File: config.mk
export PLATFORM = sky130hd
export DESIGN_NAME = gas_chamber_switch_controller_flat
export DESIGN_NICKNAME = d
export VERILOG_FILES = /design/src/rtl/gcs_pkg.sv /design/src/rtl/gcs_if.sv /design/src/rtl/gas_chamber_switch_controller.sv /design/src/rtl/gcs_ram.sv /design/src/rtl/gcs_div.sv /design/src/flat_wrapper.sv
export SDC_FILE = /design/constraint.sdc
export NUM_CORES = 2
export LEC_CHECK = 0
export ABC_AREA = 1
export BUFFER_PORTS_ARGS = -buffer_cell sky130_fd_sc_hd__buf_4
export CAP_MARGIN = 30
export CORE_ASPECT_RATIO = 1.75
export CORE_UTILIZATION = 45
export DETAILED_ROUTE_END_ITERATION = 8
export GPL_ROUTABILITY_DRIVEN = 0
export HOLD_SLACK_MARGIN = 0.02
export RECOVER_POWER = 50
export SKIP_CTS_REPAIR_TIMING = 1
export SLEW_MARGIN = 15
export SYNTH_ARGS = -nofsm -noshare
export SYNTH_HDL_FRONTEND = slang
export SYNTH_SLANG_ARGS = --single-unit
export TNS_END_PERCENT = 50
File: constraint.sdc
create_clock -name clk_i -period 12.2 [get_ports clk_i]
set_clock_uncertainty 0.1 [all_clocks]
set_input_delay 1.22 -clock clk_i [delete_from_list [all_inputs] [get_ports clk_i]]
set_output_delay 1.22 -clock clk_i [all_outputs]
set_load 0.1 [all_outputs]
File: src/rtl/gcs_pkg.sv
// shared types and constants of the gas chamber switch controller
`default_nettype none
package gcs_pkg;

  // divider operand widths: sums of up to sixteen 16-bit readings, counts up to 16
  localparam int unsigned DIV_W = 21;
  localparam int unsigned DEN_W = 5;
  localparam int unsigned CNT_W = 5;

  localparam logic [3:0] ALL_OPEN_CODE = 4'd15;
  localparam logic [3:0] DUAL_OFFSET   = 4'd3;
  localparam logic [15:0] START_MIN    = 16'hFFFF;

  localparam logic [2:0] MODE_NONE     = 3'd0;
  localparam logic [2:0] MODE_PERIODIC = 3'd1;
  localparam logic [2:0] MODE_ADAPTIVE = 3'd2;
  localparam logic [2:0] MODE_ALL_OPEN = 3'd3;
  localparam logic [2:0] MODE_DUAL     = 3'd4;

  localparam logic CMD_READING = 1'b0;
  localparam logic CMD_FORCED  = 1'b1;

  typedef enum logic [2:0] {
    CFG_STRATEGY_MODE   = 3'd0,
    CFG_MONITORED_TYPE  = 3'd1,
    CFG_MIN_ACTIVE_MS   = 3'd2,
    CFG_DECAY_THRESHOLD = 3'd3,
    CFG_MIN_DIFFERENCE  = 3'd4,
    CFG_CHAMBERS_IN_USE = 3'd5,
    CFG_SENSORS_IN_USE  = 3'd6
  } cfg_idx_e;

  typedef enum logic [4:0] {
    S_IDLE,
    S_DETECT,
    S_A_RD,
    S_A_DT,
    S_A_MEAN,
    S_STRAT,
    S_ADAPT,
    S_AD_CUR,
    S_AD_CMP,
    S_AD_PEAK,
    S_SW_INIT,
    S_SW_RD,
    S_SW_DT,
    S_SW_MEAN,
    S_SW_NEXT,
    S_SW_END,
    S_DIV_GO,
    S_DIV_WAIT,
    S_DONE
  } state_e;

  typedef struct packed {
    logic        command;
    logic [2:0]  chamber_index;
    logic [3:0]  sensor_slot;
    logic [15:0] sensor_type;
    logic [15:0] voltage;
    logic        chamber_active;
    logic        last_reading;
    logic [31:0] now_ms;
  } in_item_t;

  typedef struct packed {
    logic [2:0]  active_chamber;
    logic        active_found;
    logic [15:0] monitored_average;
    logic        send_command;
    logic [3:0]  chamber_command;
  } out_item_t;

  typedef struct packed {
    logic             start;
    logic [DIV_W-1:0] dividend;
    logic [DEN_W-1:0] divisor;
  } div_req_t;

  typedef struct packed {
    logic             done;
    logic [DIV_W-1:0] quotient;
  } div_rsp_t;

endpackage
`default_nettype wire

File: src/rtl/gcs_if.sv
// valid/ready channel interfaces for input and result beats
`default_nettype none
interface gcs_in_if;
  logic               valid;
  logic               ready;
  gcs_pkg::in_item_t  data;
  modport source (output valid, output data, input ready);
  modport sink (input valid, input data, output ready);
endinterface

interface gcs_out_if;
  logic               valid;
  logic               ready;
  gcs_pkg::out_item_t data;
  modport source (output valid, output data, input ready);
  modport sink (input valid, input data, output ready);
endinterface
`default_nettype wire

File: src/rtl/gas_chamber_switch_controller.sv
// Gas chamber switch controller: a non-final reading is taken in the idle state; a final
// reading or forced request runs the active chamber scan over its S sensors,
// plus divisions in the shared bit-serial divider (chamber mean, window averages)
// and a sensor scan (with a mean division where used) per chamber of a switch search.
// Throughput one observation at a time; the block is not ready while it evaluates.
// Reset clears flags, windows, averages, switch time and registers; the store is unset.
`default_nettype none
module gas_chamber_switch_controller #(
  parameter int unsigned MAX_CHAMBERS = 4,
  parameter int unsigned MAX_SENSORS  = 8,
  parameter int unsigned WINDOW_DEPTH = 10
) (
  input  wire logic        clk_i,
  input  wire logic        rst_ni,
  input  wire logic        cfg_we_i,
  input  wire logic [2:0]  cfg_idx_i,
  input  wire logic [31:0] cfg_data_i,
  gcs_in_if.sink           in_i,
  gcs_out_if.source        out_o
);
  localparam int unsigned DEPTH = MAX_CHAMBERS * MAX_SENSORS;
  localparam int unsigned AW    = $clog2(DEPTH);
  localparam int unsigned DW    = gcs_pkg::DIV_W;
  localparam int unsigned CW    = $clog2(WINDOW_DEPTH + 1);

  gcs_pkg::state_e state_q, state_d, ret_q, ret_d;

  // configuration
  logic [2:0]  mode_q, mode_d;
  logic [15:0] mtype_q, mtype_d;
  logic [31:0] min_ms_q, min_ms_d;
  logic [15:0] decay_q, decay_d;
  logic [15:0] mindiff_q, mindiff_d;
  logic [3:0]  nch_cfg_q, nch_cfg_d;
  logic [4:0]  nsn_cfg_q, nsn_cfg_d;

  // persistent state
  logic [7:0]  flags_q, flags_d;
  logic [15:0] rwin_q [WINDOW_DEPTH];
  logic [15:0] rwin_d [WINDOW_DEPTH];
  logic [15:0] pwin_q [WINDOW_DEPTH];
  logic [15:0] pwin_d [WINDOW_DEPTH];
  logic [CW-1:0] rcnt_q, rcnt_d, pcnt_q, pcnt_d;
  logic [DW-1:0] rsum_q, rsum_d, psum_q, psum_d;
  logic [15:0] peak_q, peak_d, cur_q, cur_d;
  logic [31:0] last_q, last_d;

  // per-observation scratch
  logic        cmd_q, cmd_d;
  logic [31:0] now_q, now_d;
  logic [2:0]  ac_q, ac_d;
  logic        found_q, found_d;
  logic [4:0]  j_q, j_d;
  logic [3:0]  ch_q, ch_d;
  logic [DW-1:0] sum_q, sum_d;
  logic        match_q, match_d;
  logic [15:0] mval_q, mval_d;
  logic [15:0] reading_q, reading_d;
  logic        tia_q, tia_d;
  logic        forced_q, forced_d, dual_q, dual_d, umean_q, umean_d;
  logic [3:0]  best_q, best_d;
  logic [16:0] minv_q, minv_d;
  logic        send_q, send_d;
  logic [3:0]  code_q, code_d;
  logic [DW-1:0] num_q, num_d;
  logic [gcs_pkg::DEN_W-1:0] den_q, den_d;
  gcs_pkg::out_item_t odata_q, odata_d;
  logic        ovalid_q, ovalid_d;

  logic [3:0]  nch;
  logic [4:0]  nsn;
  logic        in_fire, out_fire, out_free, elapsed_gt;
  logic [31:0] rdata;
  logic [15:0] rd_volt, rd_type;
  logic [7:0]  waddr_full, raddr_full;
  logic [2:0]  rd_ch;
  logic        wr_en;
  logic [2:0]  det_ac;
  logic        det_found;
  logic        j_last;
  gcs_pkg::div_req_t div_req;
  gcs_pkg::div_rsp_t div_rsp;

  always_comb begin
    nch = nch_cfg_q;
    if (nch < 4'd2) nch = 4'd2;
    if (nch > 4'(MAX_CHAMBERS)) nch = 4'(MAX_CHAMBERS);
    nsn = nsn_cfg_q;
    if (nsn < 5'd1) nsn = 5'd1;
    if (nsn > 5'(MAX_SENSORS)) nsn = 5'(MAX_SENSORS);
  end

  assign in_fire    = in_i.valid && in_i.ready;
  assign out_fire   = out_o.valid && out_o.ready;
  assign out_free   = !ovalid_q || out_o.ready;
  assign elapsed_gt = (now_q - last_q) > min_ms_q;
  assign j_last     = (j_q + 5'd1) == nsn;
  assign rd_volt    = rdata[15:0];
  assign rd_type    = rdata[31:16];

  // lowest flagged chamber among those in use
  always_comb begin
    det_ac    = 3'd0;
    det_found = 1'b0;
    for (int i = 7; i >= 0; i--) begin
      if (flags_q[i] && (4'(i) < nch)) begin
        det_ac    = 3'(i);
        det_found = 1'b1;
      end
    end
  end

  assign wr_en = in_fire && (in_i.data.command == gcs_pkg::CMD_READING) &&
                 (4'(in_i.data.chamber_index) < 4'(MAX_CHAMBERS)) &&
                 (5'(in_i.data.sensor_slot) < 5'(MAX_SENSORS));
  assign waddr_full = 8'(in_i.data.chamber_index) * 8'(MAX_SENSORS) +
                      8'(in_i.data.sensor_slot);
  assign rd_ch      = (state_q == gcs_pkg::S_SW_RD) ? ch_q[2:0] : ac_q;
  assign raddr_full = 8'(rd_ch) * 8'(MAX_SENSORS) + 8'(j_q[3:0]);

  gcs_ram #(.WIDTH(32), .DEPTH(DEPTH)) u_store (
    .clk_i   (clk_i),
    .we_i    (wr_en),
    .waddr_i (waddr_full[AW-1:0]),
    .wdata_i ({in_i.data.sensor_type, in_i.data.voltage}),
    .raddr_i (raddr_full[AW-1:0]),
    .rdata_o (rdata)
  );

  gcs_div u_div (
    .clk_i  (clk_i),
    .rst_ni (rst_ni),
    .req_i  (div_req),
    .rsp_o  (div_rsp)
  );

  // next state
  always_comb begin
    state_d = state_q;
    case (state_q)
      gcs_pkg::S_IDLE: begin
        if (in_fire && ((in_i.data.command == gcs_pkg::CMD_FORCED) ||
                        in_i.data.last_reading)) begin
          state_d = gcs_pkg::S_DETECT;
        end
      end
      gcs_pkg::S_DETECT: state_d = gcs_pkg::S_A_RD;
      gcs_pkg::S_A_RD:   state_d = gcs_pkg::S_A_DT;
      gcs_pkg::S_A_DT: begin
        if (!j_last) state_d = gcs_pkg::S_A_RD;
        else if (match_q || (mtype_q != 16'd0 && rd_type == mtype_q)) state_d = gcs_pkg::S_STRAT;
        else state_d = gcs_pkg::S_DIV_GO;
      end
      gcs_pkg::S_A_MEAN: state_d = gcs_pkg::S_STRAT;
      gcs_pkg::S_STRAT: begin
        if (cmd_q == gcs_pkg::CMD_FORCED) begin
          state_d = gcs_pkg::S_SW_INIT;
        end else begin
          case (mode_q)
            gcs_pkg::MODE_ADAPTIVE: state_d = gcs_pkg::S_ADAPT;
            gcs_pkg::MODE_DUAL: begin
              state_d = (ac_q == 3'd0) ? gcs_pkg::S_SW_INIT : gcs_pkg::S_ADAPT;
            end
            default: state_d = gcs_pkg::S_DONE;
          endcase
        end
      end
      gcs_pkg::S_ADAPT:  state_d = gcs_pkg::S_DIV_GO;
      gcs_pkg::S_AD_CUR: state_d = gcs_pkg::S_AD_CMP;
      gcs_pkg::S_AD_CMP: begin
        if (cur_q > peak_q) state_d = gcs_pkg::S_DIV_GO;
        else if ((17'(peak_q) > 17'(cur_q) + 17'(decay_q)) && elapsed_gt)
          state_d = gcs_pkg::S_SW_INIT;
        else state_d = gcs_pkg::S_DONE;
      end
      gcs_pkg::S_AD_PEAK: state_d = gcs_pkg::S_DONE;
      gcs_pkg::S_SW_INIT: state_d = gcs_pkg::S_SW_RD;
      gcs_pkg::S_SW_RD:   state_d = gcs_pkg::S_SW_DT;
      gcs_pkg::S_SW_DT: begin
        if (!j_last) state_d = gcs_pkg::S_SW_RD;
        else if (umean_q) state_d = gcs_pkg::S_DIV_GO;
        else state_d = gcs_pkg::S_SW_NEXT;
      end
      gcs_pkg::S_SW_MEAN: state_d = gcs_pkg::S_SW_NEXT;
      gcs_pkg::S_SW_NEXT: begin
        state_d = ((ch_q + 4'd1) < nch) ? gcs_pkg::S_SW_RD : gcs_pkg::S_SW_END;
      end
      gcs_pkg::S_SW_END: state_d = gcs_pkg::S_DONE;
      gcs_pkg::S_DIV_GO: state_d = gcs_pkg::S_DIV_WAIT;
      gcs_pkg::S_DIV_WAIT: begin
        if (div_rsp.done) state_d = ret_q;
      end
      gcs_pkg::S_DONE: begin
        if (out_free) state_d = gcs_pkg::S_IDLE;
      end
      default: state_d = gcs_pkg::S_IDLE;
    endcase
  end

  // outputs
  always_comb begin
    in_i.ready       = (state_q == gcs_pkg::S_IDLE);
    out_o.valid      = ovalid_q;
    out_o.data       = odata_q;
    div_req.start    = (state_q == gcs_pkg::S_DIV_GO);
    div_req.dividend = num_q;
    div_req.divisor  = den_q;
  end

  // datapath
  always_comb begin
    logic [16:0] mean17;
    logic [3:0]  nxt;
    mean17    = {1'b0, div_rsp.quotient[15:0]};
    nxt       = 4'd0;
    mode_d    = mode_q;
    mtype_d   = mtype_q;
    min_ms_d  = min_ms_q;
    decay_d   = decay_q;
    mindiff_d = mindiff_q;
    nch_cfg_d = nch_cfg_q;
    nsn_cfg_d = nsn_cfg_q;
    flags_d   = flags_q;
    rwin_d    = rwin_q;
    pwin_d    = pwin_q;
    rcnt_d    = rcnt_q;
    pcnt_d    = pcnt_q;
    rsum_d    = rsum_q;
    psum_d    = psum_q;
    peak_d    = peak_q;
    cur_d     = cur_q;
    last_d    = last_q;
    cmd_d     = cmd_q;
    now_d     = now_q;
    ac_d      = ac_q;
    found_d   = found_q;
    j_d       = j_q;
    ch_d      = ch_q;
    sum_d     = sum_q;
    match_d   = match_q;
    mval_d    = mval_q;
    reading_d = reading_q;
    tia_d     = tia_q;
    forced_d  = forced_q;
    dual_d    = dual_q;
    umean_d   = umean_q;
    best_d    = best_q;
    minv_d    = minv_q;
    send_d    = send_q;
    code_d    = code_q;
    num_d     = num_q;
    den_d     = den_q;
    ret_d     = ret_q;
    odata_d   = odata_q;
    ovalid_d  = ovalid_q && !out_fire;

    if (cfg_we_i) begin
      case (cfg_idx_i)
        gcs_pkg::CFG_STRATEGY_MODE:   mode_d    = cfg_data_i[2:0];
        gcs_pkg::CFG_MONITORED_TYPE:  mtype_d   = cfg_data_i[15:0];
        gcs_pkg::CFG_MIN_ACTIVE_MS:   min_ms_d  = cfg_data_i;
        gcs_pkg::CFG_DECAY_THRESHOLD: decay_d   = cfg_data_i[15:0];
        gcs_pkg::CFG_MIN_DIFFERENCE:  mindiff_d = cfg_data_i[15:0];
        gcs_pkg::CFG_CHAMBERS_IN_USE: nch_cfg_d = cfg_data_i[3:0];
        gcs_pkg::CFG_SENSORS_IN_USE:  nsn_cfg_d = cfg_data_i[4:0];
        default: ;
      endcase
    end

    case (state_q)
      gcs_pkg::S_IDLE: begin
        if (in_fire) begin
          cmd_d = in_i.data.command;
          now_d = in_i.data.now_ms;
          if (in_i.data.command == gcs_pkg::CMD_READING) begin
            flags_d[in_i.data.chamber_index] = in_i.data.chamber_active;
          end
        end
      end
      gcs_pkg::S_DETECT: begin
        ac_d    = det_ac;
        found_d = det_found;
        j_d     = 5'd0;
        sum_d   = '0;
        match_d = 1'b0;
        send_d  = 1'b0;
        code_d  = 4'd0;
      end
      gcs_pkg::S_A_DT: begin
        sum_d = sum_q + DW'(rd_volt);
        j_d   = j_q + 5'd1;
        if (!match_q && mtype_q != 16'd0 && rd_type == mtype_q) begin
          match_d = 1'b1;
          mval_d  = rd_volt;
        end
        if (j_last) begin
          if (match_d) begin
            reading_d = match_q ? mval_q : rd_volt;
            tia_d     = 1'b1;
          end else begin
            tia_d = 1'b0;
            num_d = sum_q + DW'(rd_volt);
            den_d = nsn;
            ret_d = gcs_pkg::S_A_MEAN;
          end
        end
      end
      gcs_pkg::S_A_MEAN: reading_d = div_rsp.quotient[15:0];
      gcs_pkg::S_STRAT: begin
        forced_d = 1'b0;
        dual_d   = 1'b0;
        if (cmd_q == gcs_pkg::CMD_FORCED) begin
          forced_d = 1'b1;
        end else begin
          case (mode_q)
            gcs_pkg::MODE_PERIODIC: begin
              if (elapsed_gt) begin
                nxt = 4'(ac_q) + 4'd1;
                if (nxt >= nch) nxt = 4'd0;
                send_d = 1'b1;
                code_d = nxt;
                last_d = now_q;
              end
            end
            gcs_pkg::MODE_ALL_OPEN: begin
              send_d = 1'b1;
              code_d = gcs_pkg::ALL_OPEN_CODE;
            end
            gcs_pkg::MODE_DUAL: begin
              dual_d   = 1'b1;
              forced_d = (ac_q == 3'd0);
            end
            default: ;
          endcase
        end
      end
      gcs_pkg::S_ADAPT: begin
        // push into the recent window with a running sum
        if (rcnt_q == CW'(WINDOW_DEPTH)) begin
          for (int i = 0; i < WINDOW_DEPTH - 1; i++) rwin_d[i] = rwin_q[i+1];
          rwin_d[WINDOW_DEPTH-1] = reading_q;
          rsum_d = rsum_q - DW'(rwin_q[0]) + DW'(reading_q);
        end else begin
          for (int i = 0; i < WINDOW_DEPTH; i++) begin
            if (rcnt_q == CW'(i)) rwin_d[i] = reading_q;
          end
          rcnt_d = rcnt_q + CW'(1);
          rsum_d = rsum_q + DW'(reading_q);
        end
        num_d = rsum_d;
        den_d = gcs_pkg::DEN_W'(rcnt_d);
        ret_d = gcs_pkg::S_AD_CUR;
      end
      gcs_pkg::S_AD_CUR: cur_d = div_rsp.quotient[15:0];
      gcs_pkg::S_AD_CMP: begin
        if (cur_q > peak_q) begin
          if (pcnt_q == CW'(WINDOW_DEPTH)) begin
            for (int i = 0; i < WINDOW_DEPTH - 1; i++) pwin_d[i] = pwin_q[i+1];
            pwin_d[WINDOW_DEPTH-1] = reading_q;
            psum_d = psum_q - DW'(pwin_q[0]) + DW'(reading_q);
          end else begin
            for (int i = 0; i < WINDOW_DEPTH; i++) begin
              if (pcnt_q == CW'(i)) pwin_d[i] = reading_q;
            end
            pcnt_d = pcnt_q + CW'(1);
            psum_d = psum_q + DW'(reading_q);
          end
          num_d = psum_d;
          den_d = gcs_pkg::DEN_W'(pcnt_d);
          ret_d = gcs_pkg::S_AD_PEAK;
        end
      end
      gcs_pkg::S_AD_PEAK: peak_d = div_rsp.quotient[15:0];
      gcs_pkg::S_SW_INIT: begin
        ch_d    = dual_q ? 4'd1 : 4'd0;
        best_d  = ch_d;
        umean_d = dual_q ? (mtype_q == 16'd0) : ((mtype_q == 16'd0) || !tia_q);
        // mean search takes the first chamber unconditionally
        minv_d  = umean_d ? 17'h10000 : {1'b0, gcs_pkg::START_MIN};
        j_d     = 5'd0;
        sum_d   = '0;
      end
      gcs_pkg::S_SW_DT: begin
        j_d = j_q + 5'd1;
        if (umean_q) begin
          sum_d = sum_q + DW'(rd_volt);
          if (j_last) begin
            num_d = sum_d;
            den_d = nsn;
            ret_d = gcs_pkg::S_SW_MEAN;
          end
        end else if (rd_type == mtype_q && {1'b0, rd_volt} < minv_q) begin
          minv_d = {1'b0, rd_volt};
          best_d = ch_q;
        end
      end
      gcs_pkg::S_SW_MEAN: begin
        if (mean17 < minv_q) begin
          minv_d = mean17;
          best_d = ch_q;
        end
      end
      gcs_pkg::S_SW_NEXT: begin
        ch_d  = ch_q + 4'd1;
        j_d   = 5'd0;
        sum_d = '0;
      end
      gcs_pkg::S_SW_END: begin
        if (forced_q || ((17'(cur_q) > minv_q) &&
                         ((17'(cur_q) - minv_q) > 17'(mindiff_q)))) begin
          send_d = 1'b1;
          code_d = best_q + (dual_q ? gcs_pkg::DUAL_OFFSET : 4'd0);
          last_d = now_q;
          peak_d = 16'd0;
          pcnt_d = '0;
          psum_d = '0;
        end
      end
      gcs_pkg::S_DONE: begin
        if (out_free) begin
          ovalid_d                  = 1'b1;
          odata_d.active_chamber    = ac_q;
          odata_d.active_found      = found_q;
          odata_d.monitored_average = cur_q;
          odata_d.send_command      = send_q;
          odata_d.chamber_command   = send_q ? code_q : 4'd0;
        end
      end
      default: ;
    endcase
  end

  always_ff @(posedge clk_i or negedge rst_ni) begin
    if (!rst_ni) begin
      state_q   <= gcs_pkg::S_IDLE;
      ret_q     <= gcs_pkg::S_IDLE;
      mode_q    <= gcs_pkg::MODE_NONE;
      mtype_q   <= '0;
      min_ms_q  <= '0;
      decay_q   <= '0;
      mindiff_q <= '0;
      nch_cfg_q <= 4'd4;
      nsn_cfg_q <= 5'd8;
      flags_q   <= '0;
      rcnt_q    <= '0;
      pcnt_q    <= '0;
      rsum_q    <= '0;
      psum_q    <= '0;
      peak_q    <= '0;
      cur_q     <= '0;
      last_q    <= '0;
      ovalid_q  <= 1'b0;
    end else begin
      state_q   <= state_d;
      ret_q     <= ret_d;
      mode_q    <= mode_d;
      mtype_q   <= mtype_d;
      min_ms_q  <= min_ms_d;
      decay_q   <= decay_d;
      mindiff_q <= mindiff_d;
      nch_cfg_q <= nch_cfg_d;
      nsn_cfg_q <= nsn_cfg_d;
      flags_q   <= flags_d;
      rcnt_q    <= rcnt_d;
      pcnt_q    <= pcnt_d;
      rsum_q    <= rsum_d;
      psum_q    <= psum_d;
      peak_q    <= peak_d;
      cur_q     <= cur_d;
      last_q    <= last_d;
      ovalid_q  <= ovalid_d;
    end
  end

  always_ff @(posedge clk_i) begin
    rwin_q    <= rwin_d;
    pwin_q    <= pwin_d;
    cmd_q     <= cmd_d;
    now_q     <= now_d;
    ac_q      <= ac_d;
    found_q   <= found_d;
    j_q       <= j_d;
    ch_q      <= ch_d;
    sum_q     <= sum_d;
    match_q   <= match_d;
    mval_q    <= mval_d;
    reading_q <= reading_d;
    tia_q     <= tia_d;
    forced_q  <= forced_d;
    dual_q    <= dual_d;
    umean_q   <= umean_d;
    best_q    <= best_d;
    minv_q    <= minv_d;
    send_q    <= send_d;
    code_q    <= code_d;
    num_q     <= num_d;
    den_q     <= den_d;
    odata_q   <= odata_d;
  end
endmodule
`default_nettype wire

File: src/rtl/gcs_ram.sv
// generic single-write, single-read RAM with registered read data
`default_nettype none
module gcs_ram #(
  parameter int unsigned WIDTH = 32,
  parameter int unsigned DEPTH = 32
) (
  input  wire logic                     clk_i,
  input  wire logic                     we_i,
  input  wire logic [$clog2(DEPTH)-1:0] waddr_i,
  input  wire logic [WIDTH-1:0]         wdata_i,
  input  wire logic [$clog2(DEPTH)-1:0] raddr_i,
  output logic [WIDTH-1:0]              rdata_o
);
  logic [WIDTH-1:0] mem_q [DEPTH];

  always_ff @(posedge clk_i) begin
    if (we_i) begin
      mem_q[waddr_i] <= wdata_i;
    end
    rdata_o <= mem_q[raddr_i];
  end
endmodule
`default_nettype wire

File: src/rtl/gcs_div.sv
// bit-serial restoring divider, one quotient bit per cycle
`default_nettype none
module gcs_div (
  input  wire logic              clk_i,
  input  wire logic              rst_ni,
  input  wire gcs_pkg::div_req_t req_i,
  output gcs_pkg::div_rsp_t      rsp_o
);
  localparam int unsigned DW = gcs_pkg::DIV_W;
  localparam int unsigned NW = gcs_pkg::DEN_W;

  logic [DW-1:0] quo_q, quo_d;
  logic [NW-1:0] rem_q, rem_d;
  logic [NW-1:0] den_q, den_d;
  logic [4:0]    cnt_q, cnt_d;
  logic          busy_q, busy_d;
  logic          done_q, done_d;
  logic [NW:0]   shifted;
  logic [NW:0]   trial;

  always_comb begin
    quo_d   = quo_q;
    rem_d   = rem_q;
    den_d   = den_q;
    cnt_d   = cnt_q;
    busy_d  = busy_q;
    done_d  = 1'b0;
    shifted = {rem_q, quo_q[DW-1]};
    trial   = shifted - {1'b0, den_q};
    if (req_i.start) begin
      quo_d  = req_i.dividend;
      rem_d  = '0;
      den_d  = req_i.divisor;
      cnt_d  = 5'(DW);
      busy_d = 1'b1;
    end else if (busy_q) begin
      if (shifted >= {1'b0, den_q}) begin
        rem_d = trial[NW-1:0];
        quo_d = {quo_q[DW-2:0], 1'b1};
      end else begin
        rem_d = shifted[NW-1:0];
        quo_d = {quo_q[DW-2:0], 1'b0};
      end
      cnt_d = cnt_q - 5'd1;
      if (cnt_q == 5'd1) begin
        busy_d = 1'b0;
        done_d = 1'b1;
      end
    end
  end

  always_ff @(posedge clk_i or negedge rst_ni) begin
    if (!rst_ni) begin
      busy_q <= 1'b0;
      done_q <= 1'b0;
      cnt_q  <= '0;
    end else begin
      busy_q <= busy_d;
      done_q <= done_d;
      cnt_q  <= cnt_d;
    end
  end

  always_ff @(posedge clk_i) begin
    quo_q <= quo_d;
    rem_q <= rem_d;
    den_q <= den_d;
  end

  assign rsp_o.done     = done_q;
  assign rsp_o.quotient = quo_q;
endmodule
`default_nettype wire

File: src/flat_wrapper.sv
// flat-port wrapper written by rule: the top's interface ports become plain ports
module gas_chamber_switch_controller_flat 
#(
  parameter int unsigned MAX_CHAMBERS = 4,
  parameter int unsigned MAX_SENSORS  = 8,
  parameter int unsigned WINDOW_DEPTH = 10
)
  (clk_i, rst_ni, cfg_we_i, cfg_idx_i, cfg_data_i, in_i_valid, in_i_data, in_i_ready, out_o_valid, out_o_data, out_o_ready);
  gcs_in_if in_i_i ();
  gcs_out_if out_o_i ();
  input  wire logic clk_i;
  input  wire logic rst_ni;
  input  wire logic cfg_we_i;
  input  wire logic [2:0] cfg_idx_i;
  input  wire logic [31:0] cfg_data_i;
  input wire logic [$bits(in_i_i.valid)-1:0] in_i_valid;
  input wire logic [$bits(in_i_i.data)-1:0] in_i_data;
  output wire logic [$bits(in_i_i.ready)-1:0] in_i_ready;
  output wire logic [$bits(out_o_i.valid)-1:0] out_o_valid;
  output wire logic [$bits(out_o_i.data)-1:0] out_o_data;
  input wire logic [$bits(out_o_i.ready)-1:0] out_o_ready;
  assign in_i_i.valid = in_i_valid;
  assign in_i_i.data = in_i_data;
  assign in_i_ready = in_i_i.ready;
  assign out_o_valid = out_o_i.valid;
  assign out_o_data = out_o_i.data;
  assign out_o_i.ready = out_o_ready;
  gas_chamber_switch_controller #(.MAX_CHAMBERS(MAX_CHAMBERS), .MAX_SENSORS(MAX_SENSORS), .WINDOW_DEPTH(WINDOW_DEPTH)) u_core (.clk_i(clk_i), .rst_ni(rst_ni), .cfg_we_i(cfg_we_i), .cfg_idx_i(cfg_idx_i), .cfg_data_i(cfg_data_i), .in_i(in_i_i), .out_o(out_o_i));
endmodule
Word level (Yosys, flattened, before mapping)
Memory sizes are Yosys's and may differ from the RTL's. A register that Yosys moved wholly into a read port is not among the register bits.
Index checks and enable logic that the tools add are counted.
- add/subtract/negate cells: 20
- multipliers: 0
- div/mod/pow operators: 0
- order comparisons: 26
- equal/unequal tests: 69
- shifts and indexed selects: 0
- mux-type cells: 139
- bitwise operators: 1
- reductions and logical operators: 117
- operators by type and width (operator ; number):
    $mux 16 ; 24
    $mux 160 ; 2
    $mux 21 ; 11
    $mux 32 ; 4
    $mux 5 ; 25
    $add 21x16->21 ; 5
    $pmux 5 s18 ; 1
    $pmux 21 s4 ; 1
    $mux 17 ; 4
    $pmux 16 s2 ; 2
    $pmux 32 s2 ; 1
    $pmux 21 s3 ; 1
    $mux 4 ; 14
    $reduce_bool 2->1 ; 28
    $pmux 17 s3 ; 1
    $reduce_and 2->1 ; 23
    $pmux 21 s2 ; 1
    $reduce_and 3->1 ; 14
    $sub 21x16->21 ; 2
    $eq 5x4->1 const B ; 8
    $pmux 5 s4 ; 2
    $gt 16x17->1 ; 2
    $lt 16x17->1 ; 2
    $eq 4x3->1 const B ; 8
    other kinds (70) ; 186
- register bits after elaboration: 764
- latch bits: 0
- bits in writable memories: 1024
- memory bits (read-only): 0
- logic and storage cells: 444
- memories kept: 1
- memory list (memory ; depth ; width ; rd ports ; clocked after Yosys merged registers in ; wr ports ; line ; source):
    u_core.u_store.mem_q ; 32 ; 32 ; 1 ; 1 ; 1 ; gcs_ram.sv:14 ; logic [WIDTH-1:0] mem_q [DEPTH];

Longest topological paths before layout
- word-level depth: 13
- depth in mapped cells: 30
- depth with buffers taken out: 29

Cells and area by module
Synthesis repeated with hierarchy kept, for this count alone.
- cells, all modules: 8285
- area, all modules: 84965.2 um2
- by module, submodules not included (module ; times used ; cells an instance ; area each (um2) ; seq. area each (um2)):
    gcs_ram ; 1 ; 3536 ; 42405.7 ; 31390.1
    gas_chamber_switch_controller ; 1 ; 4545 ; 40701.5 ; 20552.2
    gcs_div ; 1 ; 204 ; 1858.0 ; 1056.0

Least setup slack after synthesis
Ideal clock, no wire load.
- path type: input to register
- from: in in_i_valid
- to: mem u_core.u_store.mem_q[0][0] (enable)
- arrival: 5.909 ns
- data required time: 11.679 ns
- path slack: 5.770 ns
- stages on the path: 6
- buffers on the path: 0
- cell sequence: inv_1 > nor3_1 > nand2_1 > nor4_1 > nand2_1 > nor2_1
- longest elaborated chain between the ends: 6
- RTL lines (element ; line ; source):
    start, declared ; flat_wrapper.sv:16 ; input wire logic [$bits(in_i_i.valid)-1:0] in_i_valid;
    $logic_and 1x1->1 ; gas_chamber_switch_controller.sv:93 ; assign in_fire = in_i.valid && in_i.ready;
    $logic_and 1x1->1 (2 in a row) ; gas_chamber_switch_controller.sv:113 ; assign wr_en = in_fire && (in_i.data.command == gcs_pkg::CMD_READING) &&
    $logic_and 1x1->1 ; gas_chamber_switch_controller.sv:114 ; (4'(in_i.data.chamber_index) < 4'(MAX_CHAMBERS)) &&
    $mux 1 ; gcs_ram.sv:17 ; if (we_i) begin
    $mux 1 (implied by the code) ; gcs_ram.sv:18 ; mem_q[waddr_i] <= wdata_i;
    end, declared ; gcs_ram.sv:14 ;
Every way passes these cells.

==> implementation parameters <==
Parameter                              Value

Drt
  Wire length reported by the detailed router    242000 um
  Via density    5.714
  Initial DRT Pass Iterations    6
  Antenna viol nets, final    0
  Average wire per cell in the routed design    23.91 um
  Via count of the routed design    57849
  Number of design-rule violations left by the first detailed-router iteration    approximately 5000
  DR DRC count    0

Synthesis
  Area fraction of the dominant cell type after synthesis    56.33%
  Share of synthesized registers carrying an async set or reset    about 13%
  Sequential element share of the synthesized area    64.10%
  Mean cell area of the mapped netlist    approximately 11 um2
  Number of different library cells in the post-synthesis netlist    63
  Post-Syn Instances    approximately 7500
  Top FF cell, synth    edfxtp_1
  Number of warnings issued by yosys    0
  Cell area after synthesis    82690 um2
  Leading post-synthesis cells by cell area    edfxtp_1, dfrtp_1, nand2_1
  Synth Register Bits    1815
  Post-synth top area cell    edfxtp_1
  Number of synthesized flops with an enable pin    1551

Placement
  Total of buffers placed on input and output ports    140
  Placement Setup Slack    7.110 ns
  HPWL after DPL    155800 um

Worst setup path
  Cell-by-cell trace of the critical path    clkbuf_1 > clkbuf_1
  Maximum cell stage delay along the critical path    3.15 ns
  Beginning of the worst register-to-register path    u_core.state_q[1]
  WP data arrival    7.18 ns
  R2r endpoint    u_core.u_store.mem_q[2][4]
  Slowest library cell on the worst path    clkbuf_1
  CP endpoint kind    async pin
  Buffers & Inverters on Critical Path    2
  Data required time at the worst endpoint    approximately 12 ns
  Type of the worst setup path    in -> async
  Cells on worst reg2reg path    9
  Top fanout value on the critical path    62
  CP most frequent cell    clkbuf_1
  Family with the most delay on the worst path    buffers and inverters
  R2R Setup Slk    5.80 ns
  Kind of start point of the critical path    input port

STA
  Final number of max-transition violations    709
  RSZ-0062 raised after global routing    false
  Final Hold Viols    0
  Fmax    0.1403 GHz
  Accumulated negative setup slack    0 ns
  Headroom to the max-slew limit    -211.8%
  Period utilisation layout    around 58%
  Final setup violation count    0
  Crit path setup slack, layout    5.075 ns
  Measured slew at the worst slew-check pin    between 4 and 5 ns
  Final min period    7.125 ns

Clock network
  Insertion delay to the later sink of the worst-skew pair    0.84 ns
  Number of H-tree branching levels    4
  Reg clk slew, reported paths    roughly 0.06 ns
  Total clock buffers created by CTS    approximately 180
  TritonCTS clock tree    done
  Root Buffer    clkbuf_16
  Count of clock tree sinks    1815
  Bufs on Longest Clock Path    4

Pwr
  Clock power frac    43.3%
  Power Dens Cells    137.0 nW/um2
  Switching power    0.002644 W
  Static Leak    34.51 nW
  Switch share    a little over a fifth
  Total internal power    0.009974 W
  Peak VDD IR    0.1354 mV
  Sequential power share    53.9%
  Combinational fraction of design power    2.8%

Global routing
  GRT Residual Overflow    0
  Number of antenna violations at the first check in global routing    14
  Maximum number of pins on one net before global-route repair    ~220
  Vias in the first global route    56958
  Wire length of the first global-routing pass    359000 um
  Total routing resource utilization after global routing    about a quarter

Worst hold path
  Worst min-delay path class    reg -> reg
  Worst Hold Endpoint    u_core.u_div.den_q[2]
  Worst hold path stage count    0
  Hold path startpoint    u_core.den_q[2]

Floorplanning
  Area of the die    roughly 190000 um2
  IO Count    around 140
  Starting density of the core    45.41%
  Width of the chip    ~330 um
  Core Rows    207
  Height of the die    569.1 um
  Core area    about 180000 um2

Run
  Max Cap Viol    19

Cells and area
  Fillers    16166
  Area growth from synthesis to final layout    11.36%
  Final net count    about 8000
  Total area of multi-input combinational cells    26530 um2
  Share of layout cells above drive strength 1    6.998%
  Register cell area after layout    53000 um2

Outcome
  Violated checks    max-capacitance violations, max-slew violations
  Run status    complete, but fails checks
==> synth_stat cells, drive strengths merged, types with 7 or more instances <==
cell type,number
o31ai,10
nor3,39
xnor2,40
inv,564
edfxtp,1551
nand4,43
dfrtp,225
a21oi,277
o211ai,74
nand2,1439
fa,40
a31oi,53
nor2,817
a21o,18
nand3,277
clkbuf,246
o221ai,242
a211oi,7
dfxtp,37
o21ai,830
or2,16
a32oi,29
ha,299
xor2,83
nor4,20
o21a,9
buf,79
o21bai,14
a21boi,12
o22ai,33
==> cell families (layout without fill, tap and decap cells) <==
family | Yosys count | in the layout | share of synthesized area, %
DFF | 1815 | 1815 | 64.10
and+or+nand+nor | 2665 | 2665 | 13.11
other | 2 | 8 | 0.009082
buffers and inverters | 895 | 1144 | 4.240
adders and majority gates | 339 | 339 | 5.493
muxes | 2 | 2 | 0.02421
xor gates and xnor gates | 123 | 123 | 1.303
AOI/OAI and AO/OA | 1625 | 1625 | 11.73
==> area by class of cell <==
class,count,share of cell area [%]
Inverter,570,2.343
Multi-Input combinational cell,4758,28.81
Sequential cell,1815,57.56
Timing Repair Buffer,259,1.858
Clock inverter,86,0.8099
Tap cell,2403,3.265
Clock buffer,229,5.348
Antenna cell,4,0.01087
==> routing by layer <==
metal  share of wire, %  vias to the layer above  GRT usage (%)
met5              0.029                        -              0
met4                6.5                       10          14.79
met3                5.0                      606          3.012
met2                 52                     1927          46.12
met1                 37                    28607          29.40
li1                   -                    26699              -
==> layout by cell type, fill, tap and decap left out, types with 10 or more instances in the layout <==
cell and count:
a21oi_1 272, nand3_1 266, a21o_1 18, nor2_1 776
clkinv_1 33, xnor2_1 40, nand3_2 11, bufinv_16 12
buf_4 124, o21ai_0 823, a21boi_0 10, dfrtp_1 225
a32oi_1 29, clkbuf_4 24, xor2_1 82, ha_1 298
clkbuf_8 13, clkbuf_1 130, o31ai_1 10, o22ai_1 33
edfxtp_1 1551, or2_2 16, a31oi_1 53, clkinv_2 32
fa_1 40, clkbuf_16 185, nor2_4 36, nand2_2 20
nor4_1 20, o221ai_1 242, nand4_1 42, dfxtp_1 37
nor3_1 36, inv_1 555, o21bai_1 14, nand2_1 1415
o211ai_1 74
==> flip-flops by register name (all words and copies together) (netlist names), 21 cells and up <==
name	cells
u_core.num_q	21
u_core.u_store.mem_q	1024
u_core.rsum_q	21
u_core.u_div.quo_q	21
u_core.sum_q	21
u_core.now_q	32
u_core.rwin_q	160
u_core.min_ms_q	32
u_core.last_q	32
u_core.psum_q	21
u_core.pwin_q	160
u_core.out_o.data	25
u_core.u_store.rdata_o	32
==> stage by stage <==
stage | util (%) | hold WS (ns) | std cells | power (W) | cell area (um2)
finish | 50.57 | 0.3186 | 10124 | 0.01262 | 92080
floorplan | - | 0.3003 | 7468 | 0.007098 | 82690
CTS | 50.78 | 0.2834 | 10113 | 0.01270 | 92450
global placement | 47.56 | 0.3036 | 9788 | 0.007277 | 86600
global route | 50.57 | 0.3275 | 10122 | 0.01296 | 92070
detailed placement | 47.66 | 0.3045 | 9798 | 0.007290 | 86780
==> power by group through the flow <==
stage	Sequential, W	Combinational (W)	Clock (W)
after CTS	0.00680	0.000358	0.00554
final	0.00681	0.000350	0.00546
after global routing	0.00681	0.000396	0.00576
after floorplan	0.00692	0.000177	0
after detailed placement	0.00693	0.000356	0
after global placement	0.00693	0.000344	0
==> how the worst max path moves through the flow <==
stage / start / end / cells past startpoint
after floorplan: in_i_valid / u_core.u_store.mem_q[0][0] / 6
after global placement: u_core.now_q[0] / u_core.last_q[31] / 27
after detailed placement: u_core.now_q[0] / u_core.last_q[5] / 28
after CTS: u_core.now_q[0] / u_core.last_q[5] / 28
after global routing: rst_ni / u_core.min_ms_q[23] / 2
final: rst_ni / u_core.last_q[23] / 2
Power figures use the tool's default switching activity.
